### src/rtl/bitmap_page_allocator_assert.svh
// Assertion macros used by the allocator (bitmap_page_allocator.sv).
// Each expects clk and rst in scope.
`ifndef BITMAP_PAGE_ALLOCATOR_ASSERT_SVH
`define BITMAP_PAGE_ALLOCATOR_ASSERT_SVH

// Same-cycle implication.
`define BPA_ASSERT_NOW(lbl, ante, cons, msg) \
  lbl: assert property (@(posedge clk) disable iff (rst) (ante) |-> (cons)) \
    else $error(msg);

// Next-cycle implication.
`define BPA_ASSERT_NEXT(lbl, ante, cons, msg) \
  lbl: assert property (@(posedge clk) disable iff (rst) (ante) |=> (cons)) \
    else $error(msg);

`endif

### src/rtl/bpa_pkg.sv
`timescale 1ns / 1ps
package bpa_pkg;

  localparam int KIND_W  = 2;
  localparam int PAGE_W  = 12;
  localparam int COUNT_W = 13;

  typedef logic [KIND_W-1:0]  kind_code_t;
  typedef logic [PAGE_W-1:0]  page_t;
  typedef logic [COUNT_W-1:0] count_t;

  localparam kind_code_t KIND_ALLOC   = 2'd0;
  localparam kind_code_t KIND_FREE    = 2'd1;
  localparam kind_code_t KIND_RESERVE = 2'd2;

  localparam count_t PAGE_COUNT_RESET = 13'd4096;

endpackage

### src/rtl/bpa_if.sv
`timescale 1ns / 1ps
interface bpa_req_if import bpa_pkg::*; ();
  logic       valid;
  logic       ready;
  kind_code_t kind;
  page_t      page_index;

  modport source (output valid, output kind, output page_index, input ready);
  modport sink (input valid, input kind, input page_index, output ready);
endinterface

interface bpa_rsp_if import bpa_pkg::*; ();
  logic  valid;
  logic  ready;
  page_t result_page;
  logic  ok;

  modport source (output valid, output result_page, output ok, input ready);
  modport sink (input valid, input result_page, input ok, output ready);
endinterface

interface bpa_cfg_if import bpa_pkg::*; ();
  logic   valid;
  logic   ready;
  count_t page_count;

  modport source (output valid, output page_count, input ready);
  modport sink (input valid, input page_count, output ready);
endinterface

### src/rtl/bpa_ram.sv
`timescale 1ns / 1ps
module bpa_ram #(
  parameter int WIDTH = 64,
  parameter int DEPTH = 64
) (
  input  logic                                  clk,
  input  logic                                  we,
  input  logic [(DEPTH > 1 ? $clog2(DEPTH) : 1)-1:0] waddr,
  input  logic [WIDTH-1:0]                      wdata,
  input  logic                                  re,
  input  logic [(DEPTH > 1 ? $clog2(DEPTH) : 1)-1:0] raddr,
  output logic [WIDTH-1:0]                      rdata
);

  logic [WIDTH-1:0] mem [DEPTH];

  always_ff @(posedge clk) begin
    if (we) begin
      mem[waddr] <= wdata;
    end
    if (re) begin
      rdata <= mem[raddr];
    end
  end

endmodule

### src/rtl/bpa_div.sv
`timescale 1ns / 1ps
module bpa_div #(
  parameter int DIVISOR = 64,
  parameter int DVD_W   = 12,
  parameter int REM_W   = 6
) (
  input  logic             clk,
  input  logic             rst,
  input  logic             start,
  input  logic [DVD_W-1:0] dividend,
  output logic             done,
  output logic [DVD_W-1:0] quotient,
  output logic [REM_W-1:0] remainder
);

  always_ff @(posedge clk) begin
    if (rst) begin
      done <= 1'b0;
    end else begin
      done <= start;
      if (start) begin
        quotient  <= DVD_W'(dividend / DIVISOR);
        remainder <= REM_W'(dividend % DIVISOR);
      end
    end
  end

endmodule

### src/rtl/bitmap_page_allocator.sv
`timescale 1ns / 1ps
// Allocate: one map word checked per cycle from word 0, up to MAX_PAGES / MAP_WORD_BITS words
//   scanned. Free / reserve in range: index split, word read, word write. One request at a
//   time; a result not taken holds the block. Reset: synchronous, active high; the map is
//   then filled with ones, one word per cycle.
module bitmap_page_allocator import bpa_pkg::*; #(
  parameter int MAX_PAGES     = 4096,
  parameter int MAP_WORD_BITS = 64
) (
  input logic      clk,
  input logic      rst,
  bpa_cfg_if.sink  cfg,
  bpa_req_if.sink  req,
  bpa_rsp_if.source rsp
);

  `include "bitmap_page_allocator_assert.svh"

  localparam int MAP_WORDS = (MAX_PAGES + MAP_WORD_BITS - 1) / MAP_WORD_BITS;
  localparam int WA        = MAP_WORDS > 1 ? $clog2(MAP_WORDS) : 1;
  localparam int BW        = $clog2(MAX_PAGES + MAP_WORD_BITS + 1);
  localparam int LW        = BW > COUNT_W ? BW : COUNT_W;
  localparam int BIT_W     = $clog2(MAP_WORD_BITS);
  localparam logic [WA-1:0] LAST_WORD = WA'(MAP_WORDS - 1);

  typedef enum logic [2:0] {
    ST_CLEAR, ST_IDLE, ST_SCAN, ST_DIV, ST_MOD, ST_DONE
  } state_t;

  typedef logic [MAP_WORD_BITS-1:0] map_word_t;

  state_t           state;
  count_t           page_count;
  logic [WA-1:0]    word;
  logic [BW-1:0]    base;
  kind_code_t       kind_q;
  page_t            idx_q;
  page_t            res_page;
  logic             res_ok;

  logic [BW-1:0]    limit;
  logic [LW-1:0]    count_ext;
  logic             accept;
  logic             idx_in_range;
  logic [BW-1:0]    span;
  map_word_t        valid_mask;
  map_word_t        free_bits;
  logic             found_any;
  logic [BIT_W-1:0] found_bit;
  logic             scan_end;

  logic             ram_we;
  logic [WA-1:0]    ram_waddr;
  map_word_t        ram_wdata;
  logic             ram_re;
  logic [WA-1:0]    ram_raddr;
  map_word_t        ram_rdata;

  logic             div_start;
  logic             div_done;
  page_t            div_quot;
  logic [BIT_W-1:0] div_rem;

  bpa_ram #(
    .WIDTH (MAP_WORD_BITS),
    .DEPTH (MAP_WORDS)
  ) u_map (
    .clk   (clk),
    .we    (ram_we),
    .waddr (ram_waddr),
    .wdata (ram_wdata),
    .re    (ram_re),
    .raddr (ram_raddr),
    .rdata (ram_rdata)
  );

  bpa_div #(
    .DIVISOR (MAP_WORD_BITS),
    .DVD_W   (PAGE_W),
    .REM_W   (BIT_W)
  ) u_div (
    .clk       (clk),
    .rst       (rst),
    .start     (div_start),
    .dividend  (req.page_index),
    .done      (div_done),
    .quotient  (div_quot),
    .remainder (div_rem)
  );

  assign cfg.ready    = 1'b1;
  assign req.ready    = state == ST_IDLE;
  assign accept       = req.valid && req.ready;
  assign count_ext    = LW'(page_count);
  assign limit        = BW'((count_ext < LW'(MAX_PAGES)) ? count_ext : LW'(MAX_PAGES));
  assign idx_in_range = LW'(req.page_index) < LW'(limit);
  assign span         = limit - base;
  assign scan_end     = (base + BW'(MAP_WORD_BITS)) >= limit;
  assign div_start    = accept && (req.kind == KIND_FREE || req.kind == KIND_RESERVE)
                        && idx_in_range;

  always_comb begin
    for (int b = 0; b < MAP_WORD_BITS; b++) begin
      valid_mask[b] = BW'(b) < span;
    end
    free_bits = ~ram_rdata & valid_mask;
    found_any = |free_bits;
    found_bit = '0;
    for (int b = MAP_WORD_BITS - 1; b >= 0; b--) begin
      if (free_bits[b]) begin
        found_bit = BIT_W'(b);
      end
    end
  end

  always_comb begin
    ram_we    = 1'b0;
    ram_waddr = word;
    ram_wdata = ram_rdata | (map_word_t'(1) << found_bit);
    ram_re    = 1'b0;
    ram_raddr = '0;
    case (state)
      ST_CLEAR: begin
        ram_we    = 1'b1;
        ram_wdata = '1;
      end
      ST_IDLE: begin
        ram_re = accept && req.kind == KIND_ALLOC && limit != '0;
      end
      ST_SCAN: begin
        if (found_any) begin
          ram_we = 1'b1;
        end else if (!scan_end) begin
          ram_re    = 1'b1;
          ram_raddr = WA'(word + 1'b1);
        end
      end
      ST_DIV: begin
        ram_re    = div_done;
        ram_raddr = WA'(div_quot);
      end
      ST_MOD: begin
        ram_we    = 1'b1;
        ram_wdata = (kind_q == KIND_RESERVE) ? ram_rdata | (map_word_t'(1) << div_rem)
                                             : ram_rdata & ~(map_word_t'(1) << div_rem);
      end
      default: begin
        ram_we = 1'b0;
      end
    endcase
  end

  always_ff @(posedge clk) begin
    if (rst) begin
      state      <= ST_CLEAR;
      word       <= '0;
      page_count <= PAGE_COUNT_RESET;
      rsp.valid  <= 1'b0;
    end else begin
      if (cfg.valid && cfg.ready) begin
        page_count <= cfg.page_count;
      end
      if (rsp.valid && rsp.ready && state != ST_DONE) begin
        rsp.valid <= 1'b0;
      end
      case (state)
        ST_CLEAR: begin
          if (word == LAST_WORD) begin
            word  <= '0;
            state <= ST_IDLE;
          end else begin
            word <= WA'(word + 1'b1);
          end
        end
        ST_IDLE: begin
          if (accept) begin
            kind_q <= req.kind;
            idx_q  <= req.page_index;
            if (req.kind == KIND_ALLOC) begin
              if (limit == '0) begin
                res_page <= '0;
                res_ok   <= 1'b0;
                state    <= ST_DONE;
              end else begin
                word  <= '0;
                base  <= '0;
                state <= ST_SCAN;
              end
            end else if (div_start) begin
              state <= ST_DIV;
            end else begin
              res_page <= req.page_index;
              res_ok   <= 1'b0;
              state    <= ST_DONE;
            end
          end
        end
        ST_SCAN: begin
          if (found_any) begin
            res_page <= PAGE_W'(base + BW'(found_bit));
            res_ok   <= 1'b1;
            state    <= ST_DONE;
          end else if (scan_end) begin
            res_page <= '0;
            res_ok   <= 1'b0;
            state    <= ST_DONE;
          end else begin
            word <= WA'(word + 1'b1);
            base <= base + BW'(MAP_WORD_BITS);
          end
        end
        ST_DIV: begin
          if (div_done) begin
            word  <= WA'(div_quot);
            state <= ST_MOD;
          end
        end
        ST_MOD: begin
          res_page <= idx_q;
          res_ok   <= 1'b1;
          state    <= ST_DONE;
        end
        ST_DONE: begin
          if (!rsp.valid || rsp.ready) begin
            rsp.valid       <= 1'b1;
            rsp.result_page <= res_page;
            rsp.ok          <= res_ok;
            state           <= ST_IDLE;
          end
        end
        default: begin
          state <= ST_IDLE;
        end
      endcase
    end
  end

  `BPA_ASSERT_NEXT(a_busy_after_req, accept, !req.ready, "ready held after a request")
  `BPA_ASSERT_NOW(a_div_in_div, div_done, state == ST_DIV, "divider finished outside split")
  `BPA_ASSERT_NOW(a_scan_base, state == ST_SCAN,
    base == BW'(word) * BW'(MAP_WORD_BITS), "scan base out of step with word")
  `BPA_ASSERT_NOW(a_scan_write, state == ST_SCAN && ram_we, found_any,
    "map written in scan with no free page")

endmodule

### src/flat_wrapper.sv
// flat-port wrapper written by rule: the top's interface ports become plain ports
module bitmap_page_allocator_flat import bpa_pkg::*;
#(
  parameter int MAX_PAGES     = 4096,
  parameter int MAP_WORD_BITS = 64
)
  (clk, rst, cfg_valid, cfg_page_count, cfg_ready, req_valid, req_kind, req_page_index, req_ready, rsp_valid, rsp_result_page, rsp_ok, rsp_ready);
  bpa_cfg_if cfg_i ();
  bpa_req_if req_i ();
  bpa_rsp_if rsp_i ();
  input logic clk;
  input logic rst;
  input wire logic [$bits(cfg_i.valid)-1:0] cfg_valid;
  input wire logic [$bits(cfg_i.page_count)-1:0] cfg_page_count;
  output wire logic [$bits(cfg_i.ready)-1:0] cfg_ready;
  input wire logic [$bits(req_i.valid)-1:0] req_valid;
  input wire logic [$bits(req_i.kind)-1:0] req_kind;
  input wire logic [$bits(req_i.page_index)-1:0] req_page_index;
  output wire logic [$bits(req_i.ready)-1:0] req_ready;
  output wire logic [$bits(rsp_i.valid)-1:0] rsp_valid;
  output wire logic [$bits(rsp_i.result_page)-1:0] rsp_result_page;
  output wire logic [$bits(rsp_i.ok)-1:0] rsp_ok;
  input wire logic [$bits(rsp_i.ready)-1:0] rsp_ready;
  assign cfg_i.valid = cfg_valid;
  assign cfg_i.page_count = cfg_page_count;
  assign cfg_ready = cfg_i.ready;
  assign req_i.valid = req_valid;
  assign req_i.kind = req_kind;
  assign req_i.page_index = req_page_index;
  assign req_ready = req_i.ready;
  assign rsp_valid = rsp_i.valid;
  assign rsp_result_page = rsp_i.result_page;
  assign rsp_ok = rsp_i.ok;
  assign rsp_i.ready = rsp_ready;
  bitmap_page_allocator #(.MAX_PAGES(MAX_PAGES), .MAP_WORD_BITS(MAP_WORD_BITS)) u_core (.clk(clk), .rst(rst), .cfg(cfg_i), .req(req_i), .rsp(rsp_i));
endmodule
### config.mk
export PLATFORM = sky130hd
export DESIGN_NAME = bitmap_page_allocator_flat
export DESIGN_NICKNAME = d
export VERILOG_FILES = /design/src/rtl/bpa_pkg.sv /design/src/rtl/bpa_if.sv /design/src/rtl/bpa_ram.sv /design/src/rtl/bpa_div.sv /design/src/rtl/bitmap_page_allocator.sv /design/src/flat_wrapper.sv
export VERILOG_INCLUDE_DIRS = /design/src /design/src/rtl
export SDC_FILE = /design/constraint.sdc
export NUM_CORES = 2
export LEC_CHECK = 0
export BUFFER_PORTS_ARGS = -buffer_cell sky130_fd_sc_hd__buf_2
export CAP_MARGIN = 20
export CELL_PAD_IN_SITES_DETAIL_PLACEMENT = 1
export CELL_PAD_IN_SITES_GLOBAL_PLACEMENT = 1
export CORE_MARGIN = 4
export CORE_UTILIZATION = 30
export CTS_CLUSTER_DIAMETER = 30
export DETAILED_ROUTE_END_ITERATION = 10
export PLACE_DENSITY = 0.5
export SLEW_MARGIN = 20
export SYNTH_ARGS = -nofsm -noshare
export SYNTH_HDL_FRONTEND = slang
export SYNTH_SLANG_ARGS = --single-unit
### constraint.sdc
create_clock -name clk -period 8.8 [get_ports clk]
set_input_delay 2.64 -clock clk [delete_from_list [all_inputs] [get_ports clk]]
set_output_delay 2.64 -clock clk [all_outputs]
set_load 0.05 [all_outputs]
* Word-level counts from Yosys, hierarchy flattened
Memories as Yosys holds them, arrays and structs flattened. A register that Yosys moved wholly into a read port is not among the register bits. Cells that the tools add are included.
Cells by class: reduce and logical (&&, ||, !) cells 26, bitwise operators 7, shift operators 2, add/subtract/negate cells 4, eq/ne operators 21, magnitude comparators 67, mux-type cells 118
Operators with widths (count):
- $mux 6 | 73
- $lt 6x13->1 const A | 32
- $lt 5x13->1 const A | 16
- $and 64x64->64 | 2
- $not 64->64 | 2
- $or 64x64->64 | 2
- $pmux 64 s2 | 1
- $shl 1x6->64 const A | 2
- $lt 4x13->1 const A | 8
- $mux 13 | 6
- $mux 12 | 6
- $mux 64 | 1
- $reduce_or 64->1 | 1
- $lt 3x13->1 const A | 4
- $pmux 12 s3 | 1
- $mux 3 | 9
- $lt 1x13->1 const A | 2
- $lt 2x13->1 const A | 2
- $pmux 13 s2 | 1
- $pmux 6 s4 | 1
- $pmux 3 s6 | 1
- $mux 1 | 14
- $reduce_and 7->1 | 2
- $add 13x7->13 const B | 1
- 35 further kinds | 55
Word-level totals: memories 1, logic and storage cells 260, bits in writable memories 4096, bits of input ports 32, output and inout port bits 16, register bits 89
Memories:
- u_core.u_map.mem | words 64, width 64, rd ports 1, clocked after memory_dff 1, write ports 1, line bpa_ram.sv:15 | logic [WIDTH-1:0] mem [DEPTH];

* Logic depth before layout (Yosys ltp)
depth in word-level cells 72, depth in mapped cells 27, depth with buffers taken out 17

* Cells and area by module
Synthesis repeated with hierarchy kept, for this count alone.
Unflattened totals: cell total of the unflattened synthesis 7939, area total of the unflattened synthesis 166175.6 µm²
By module, submodules not included:
- bpa_ram | cells each 6783, seq. area each 124919.8 µm², area each 157353.4 µm², times used 1
- bitmap_page_allocator | cells each 1134, seq. area each 1871.8 µm², area each 8380.5 µm², times used 1
- bpa_div | cells each 22, seq. area each 380.4 µm², area each 441.7 µm², times used 1

* Worst setup path before layout
OpenSTA, ideal clock, no wires.
path kind register -> register, from reg u_core.page_count[12], in the netlist u_core.count_ext[12], to mem u_core.u_map.mem[63][0] (enable), path buffers 7, data arrival time 7.043 ns, library setup time 0.487 ns, stages on the path, launching flop included 22, period minus slack after synthesis 7.529 ns, data required time 8.313 ns, setup slack 1.271 ns, cell sequence dfxtp_1 > buf_2 > inv_1 > clkbuf_1 > clkbuf_1 > nand2_1 > ha_1 > inv_1 > o311ai_1 > nand2_1 > buf_2 > buf_2 > a31oi_1 > nor4_1 > nand4_1 > nor4_4 > buf_2 > buf_1 > nand2b_1 > a21boi_0 > nand3_1 > nor2_1
On the way: longest elaborated chain between the ends 10, elaborated cells between the ends (all ways) 73, those cells by class add/sub: 1; order compare: 65; mux: 5; bitwise: 1; reduce/logical: 1
RTL lines:
- from (decl) | line bitmap_page_allocator.sv:33 | count_t page_count;
- from (signal assigned) | line bitmap_page_allocator.sv:161 | page_count <= cfg.page_count;
- $lt 13x13->1 | line bitmap_page_allocator.sv:95 | assign limit = BW'((count_ext < LW'(MAX_PAGES)) ? count_ext : LW'(MAX_PAGES));
- $mux 13 (*) | line bitmap_page_allocator.sv:95
- $sub 13x13->13 (*) | line bitmap_page_allocator.sv:97 | assign span = limit - base;
- $lt 1x13->1 (tied with other cells) | line bitmap_page_allocator.sv:104 | valid_mask[b] = BW'(b) < span;
- $and 64x64->64 (*) | line bitmap_page_allocator.sv:106 | free_bits = ~ram_rdata & valid_mask;
- $reduce_or 64->1 (*) | line bitmap_page_allocator.sv:107 | found_any = |free_bits;
- $mux 1 (*) | line bitmap_page_allocator.sv:131 | if (found_any) begin
- $pmux 1 s2 (*) | line bitmap_page_allocator.sv:122 | case (state)
- $mux 1 (*) | line bpa_ram.sv:18 | if (we) begin
- $mux 1 (implied by the code) (*) | line bpa_ram.sv:19 | mem[waddr] <= wdata;
- to (decl) | line bpa_ram.sv:15
Mark *: on every way between the ends. The rest lies on a longest branch, timed or not.

* Final worst setup path
from reg u_core.page_count[12], in the netlist u_core.count_ext[12], to reg u_core.u_map.rdata[37], read port of u_core.u_map.mem (data pin)
On the way: longest elaborated chain between the ends 8, elaborated cells between the ends (all ways) 78, those cells by class add/sub: 1; order compare: 66; mux: 7; bitwise: 1; reduce/logical: 3
RTL lines:
- $lt 13x13->1 | line bitmap_page_allocator.sv:95
- $mux 13 (*) | line bitmap_page_allocator.sv:95
- $sub 13x13->13 | line bitmap_page_allocator.sv:97
- $lt 1x13->1 (tied with other cells) | line bitmap_page_allocator.sv:104
- $and 64x64->64 | line bitmap_page_allocator.sv:106
- $reduce_or 64->1 | line bitmap_page_allocator.sv:107
- $mux 1 or $mux 6 (tied branches) | line bitmap_page_allocator.sv:131
- $pmux 1 s3 or $pmux 6 s2 (tied branches) | line bitmap_page_allocator.sv:122
- to (decl) | line bpa_ram.sv:12 | output logic [WIDTH-1:0] rdata
Marks and branches as above. A chain may end at the register's enable or synchronous reset.

==> out/qor.txt <==
crit-path cells = inv_1 -> nand2_1 -> ha_1 -> inv_1 -> o311ai_1 -> nand2_2 -> buf_12 -> a31oi_1 -> nor4_1 -> nand4_1 -> nor4_4 -> buf_4 -> a21oi_4 -> buf_12 -> buf_12 -> buf_4 -> buf_4 -> mux2i_1 -> o22ai_1 -> o41ai_1 -> o2111ai_1
Setup Total Neg Slack = 0 ns
CTS tree = yes
TritonRoute pass-1 iters = 5
Final setup viols = 0
H-tree depth = 6
clock sink total = 4243
sequential share of power = 0.392
FF-to-FF path depth = 21
DPL Wire Length = 381 mm
width of the die = 755 um
Area Overhead vs Synth = 25.8%
Max Slew Vio Count = 0
latest clock arrival within the worst-skew pair = 1.20 ns
Max stage delay on crit path = 0.78 ns
Post-synth ARST share = 0
CTS clock-pin slew for the worst setup and hold paths = 0.05 ns
Die Height = 755 um
Site Rows = 274
CTS max path bufs = 4
Top FF cell, synth = edfxtp_1
clk_skew = 0.100 ns
GR peak layer = met2
Buffers & Inverters on Critical Path = 8
number of max-cap violations = 0
most frequent cell after synthesis = edfxtp_1
vias per cell = 5.48
CP Data Required Time = 9.63 ns
root buf cell = clkbuf_16
met3 Use GR = 0.0375
WS Path Type = reg -> reg
Hold Path Stages = 0
GRT overflow = 0
Critical Path End Type = register
Leakage = 0.0708 uW
DRC = 0
status = finished, final reports clean
top post-synthesis cells by area = edfxtp_1 (76%), mux2i_1 (5.2%), nand2_1 (3.7%)
Comb pwr share = 0.005
core footprint = 0.556 mm^2
initial antenna violation count = 40
Ys Warns = 0
CP Max Fanout = 87
pin count of the biggest net entering global routing = 153
Resize count post-CTS = 0
GR Util met1 = 0.319
Top delay family on crit path = buffers and inverters
cell area after synthesis = 0.167 mm^2
Top-Level Pins = 48
WL final = 686 mm
P_sw = 11700 uW
Netlist cell types = 86
Setup crit start kind = register
Yosys top cell by area = edfxtp_1
nets = 11500
Crit. path cell count = 21
Internal Power = 44500 uW
share of the synthesized area in the top cell type = 0.757
Hold Path Class = reg -> reg
WP data arrival = 8.93 ns
Least-Margin Pin Slew = 1.20 ns
Post-synth top cells = edfxtp_1 (4219), nand2_1 (1667), mux2i_1 (868)
min cycle time layout = 8.10 ns
Seq cells post-synth = 4243
Initial DRC Count = 12800
ratio of cells with drive above 1 in the final layout = 0.181
Post-CTS Hold Buffers = 0
CTS buffer count = 893
synthesized area per cell = 15.5 um^2
Post-Syn Instances = 10800
Initial Util = 0.301
switch share = 0.208
DR vias = 108000
Tcrit/Tclk final = 0.920
GRT Total Usage = 0.233
post-synth net total = 10900
Power Density = 267 mW/mm^2
Peak Freq = 123 MHz
Seq/Total Area, Yosys = 0.760
I/O Buffers = 46
RSZ-0062 raised after global routing = false
number of routed nets with antenna violations = 0
Pwr Total = 56200 uW
drt wl/cell = 34.8 um
vias in the first global route = 110000
Crit-path slowest cell = o41ai_1
global-route wire length before repair = 931 mm
GRT met2 Usage = 0.377
number of synthesized flops with an enable pin = 4219
Fin. Hold Viols = 0
Worst VDD drop = 0.000215 V
Post-CTS Setup Inserts = 0
Placer Congestion = 0.886
die area = 0.570 mm^2
max_slew headroom = 0.201
Clock Power Share = 0.603
## final cells by class
| class | count | area (um^2) |
|---|---|---|
| tap | 7452 | 9320 |
| multi-input combinational | 5818 | 38100 |
| inverter | 26 | 97.6 |
| clock buffer | 1000 | 22900 |
| sequential | 4243 | 127000 |
| timing repair buffer | 500 | 4940 |
| antenna | 12 | 30.0 |
| fill | 55600 | 346000 |
| clock inverter | 678 | 7920 |
## kinds of logic after synthesis
logic type | count (synthesis) | synth area share
flops | 4243 | 0.760
fa+ha+maj | 20 | 0.00147
mux | 959 | 0.0641
xor+xnor | 14 | 0.000733
other cells | 1 | 0.0000224
compound gates | 2333 | 0.0913
simple gates | 2491 | 0.0632
buf+inv | 743 | 0.0193
## worst reg2reg max path: cells and delay by family (launching register included)
kind / cells / cell delay [ns]
buffers and inverters: 8 / 2.94
AO/OA/AOI/OAI: 6 / 2.54
flip-flops: 1 / 0.32
AND/OR/NAND/NOR: 5 / 1.33
adder cells (fa/ha/maj): 1 / 0.36
multiplexers: 1 / 0.24
## stage by stage
stage / hold WS, ns / util / cells / worst slack, ns / instance area [um^2]
floorplan: 0.400 / - / 10800 / 1.27 / 167000
global placement: 0.401 / 0.322 / 18000 / 0.752 / 179000
detailed placement: 0.406 / 0.323 / 18000 / 0.766 / 179000
CTS: 0.417 / 0.378 / 19700 / 0.641 / 210000
global route: 0.416 / 0.378 / 19700 / 0.419 / 210000
finish: 0.413 / 0.378 / 19700 / 0.702 / 210000
## routing by layer
layer | part of all wire | wire [um]
met2 | 0.47 | 322000
met5 | 0.000085 | 58
met3 | 0.066 | 45300
met1 | 0.43 | 295000
met4 | 0.035 | 24100
## power by group through the flow
| stage | Sequential [uW] | Combinational, uW | Clock [uW] |
|---|---|---|---|
| after global placement | 22400 | 276 | 0 |
| after floorplan | 22400 | 109 | 0 |
| after CTS | 22000 | 280 | 34300 |
| final | 22000 | 280 | 33900 |
| after global routing | 22000 | 289 | 35400 |
| after detailed placement | 22400 | 278 | 0 |
## cell usage in the layout, fill, tap and decap left out, drive strengths merged, types with 17 or more instances in the layout
cell	count
a22oi	275
ha	18
mux2i	868
or2	20
edfxtp	4219
a21oi	802
a32oi	64
clkinvlp	89
clkbuf	1001
nand4	115
o211a	54
o2111ai	61
dfxtp	24
a31oi	113
a22o	65
a211o	67
nand2	1667
nor2b	29
bufinv	128
nand2b	25
nor3	44
o41ai	54
nand3	305
o22ai	388
nor2	205
a41oi	22
a211oi	41
nor4	21
a32o	28
inv	70
o21ai	158
clkinv	417
a21o	17
buf	499
mux4	90
## flip-flops by register name (all words and copies together) (netlist names)
| name | flops |
|---|---|
| u_core.res_page | 12 |
| u_core.rsp.result_page | 12 |
| u_core.u_map.mem | 4096 |
| u_core.kind_q | 2 |
| u_core.ram_waddr | 6 |
| u_core.u_map.rdata | 64 |
| u_core.rsp.valid | 1 |
| u_core.idx_q | 12 |
| u_core.u_div.done | 1 |
| u_core.rsp.ok | 1 |
| u_core.res_ok | 1 |
| u_core.u_div.remainder | 6 |
| u_core.base | 7 |
| u_core.count_ext | 13 |
| u_core.state | 3 |
| u_core.u_div.quotient | 6 |
## path summary, 6_finish.rpt
kind / from / slack (ns) / endpoint
worst max-delay path: u_core.count_ext[12] / 0.70 / u_core.u_map.rdata[37]
worst min-delay path: u_core.res_page[8] / 0.41 / u_core.rsp.result_page[8]
worst max register to register: u_core.count_ext[12] / 0.70 / u_core.u_map.rdata[37]
worst min register to register: u_core.res_page[8] / 0.41 / u_core.rsp.result_page[8]
No activity file was read; power rests on OpenSTA's default activity.
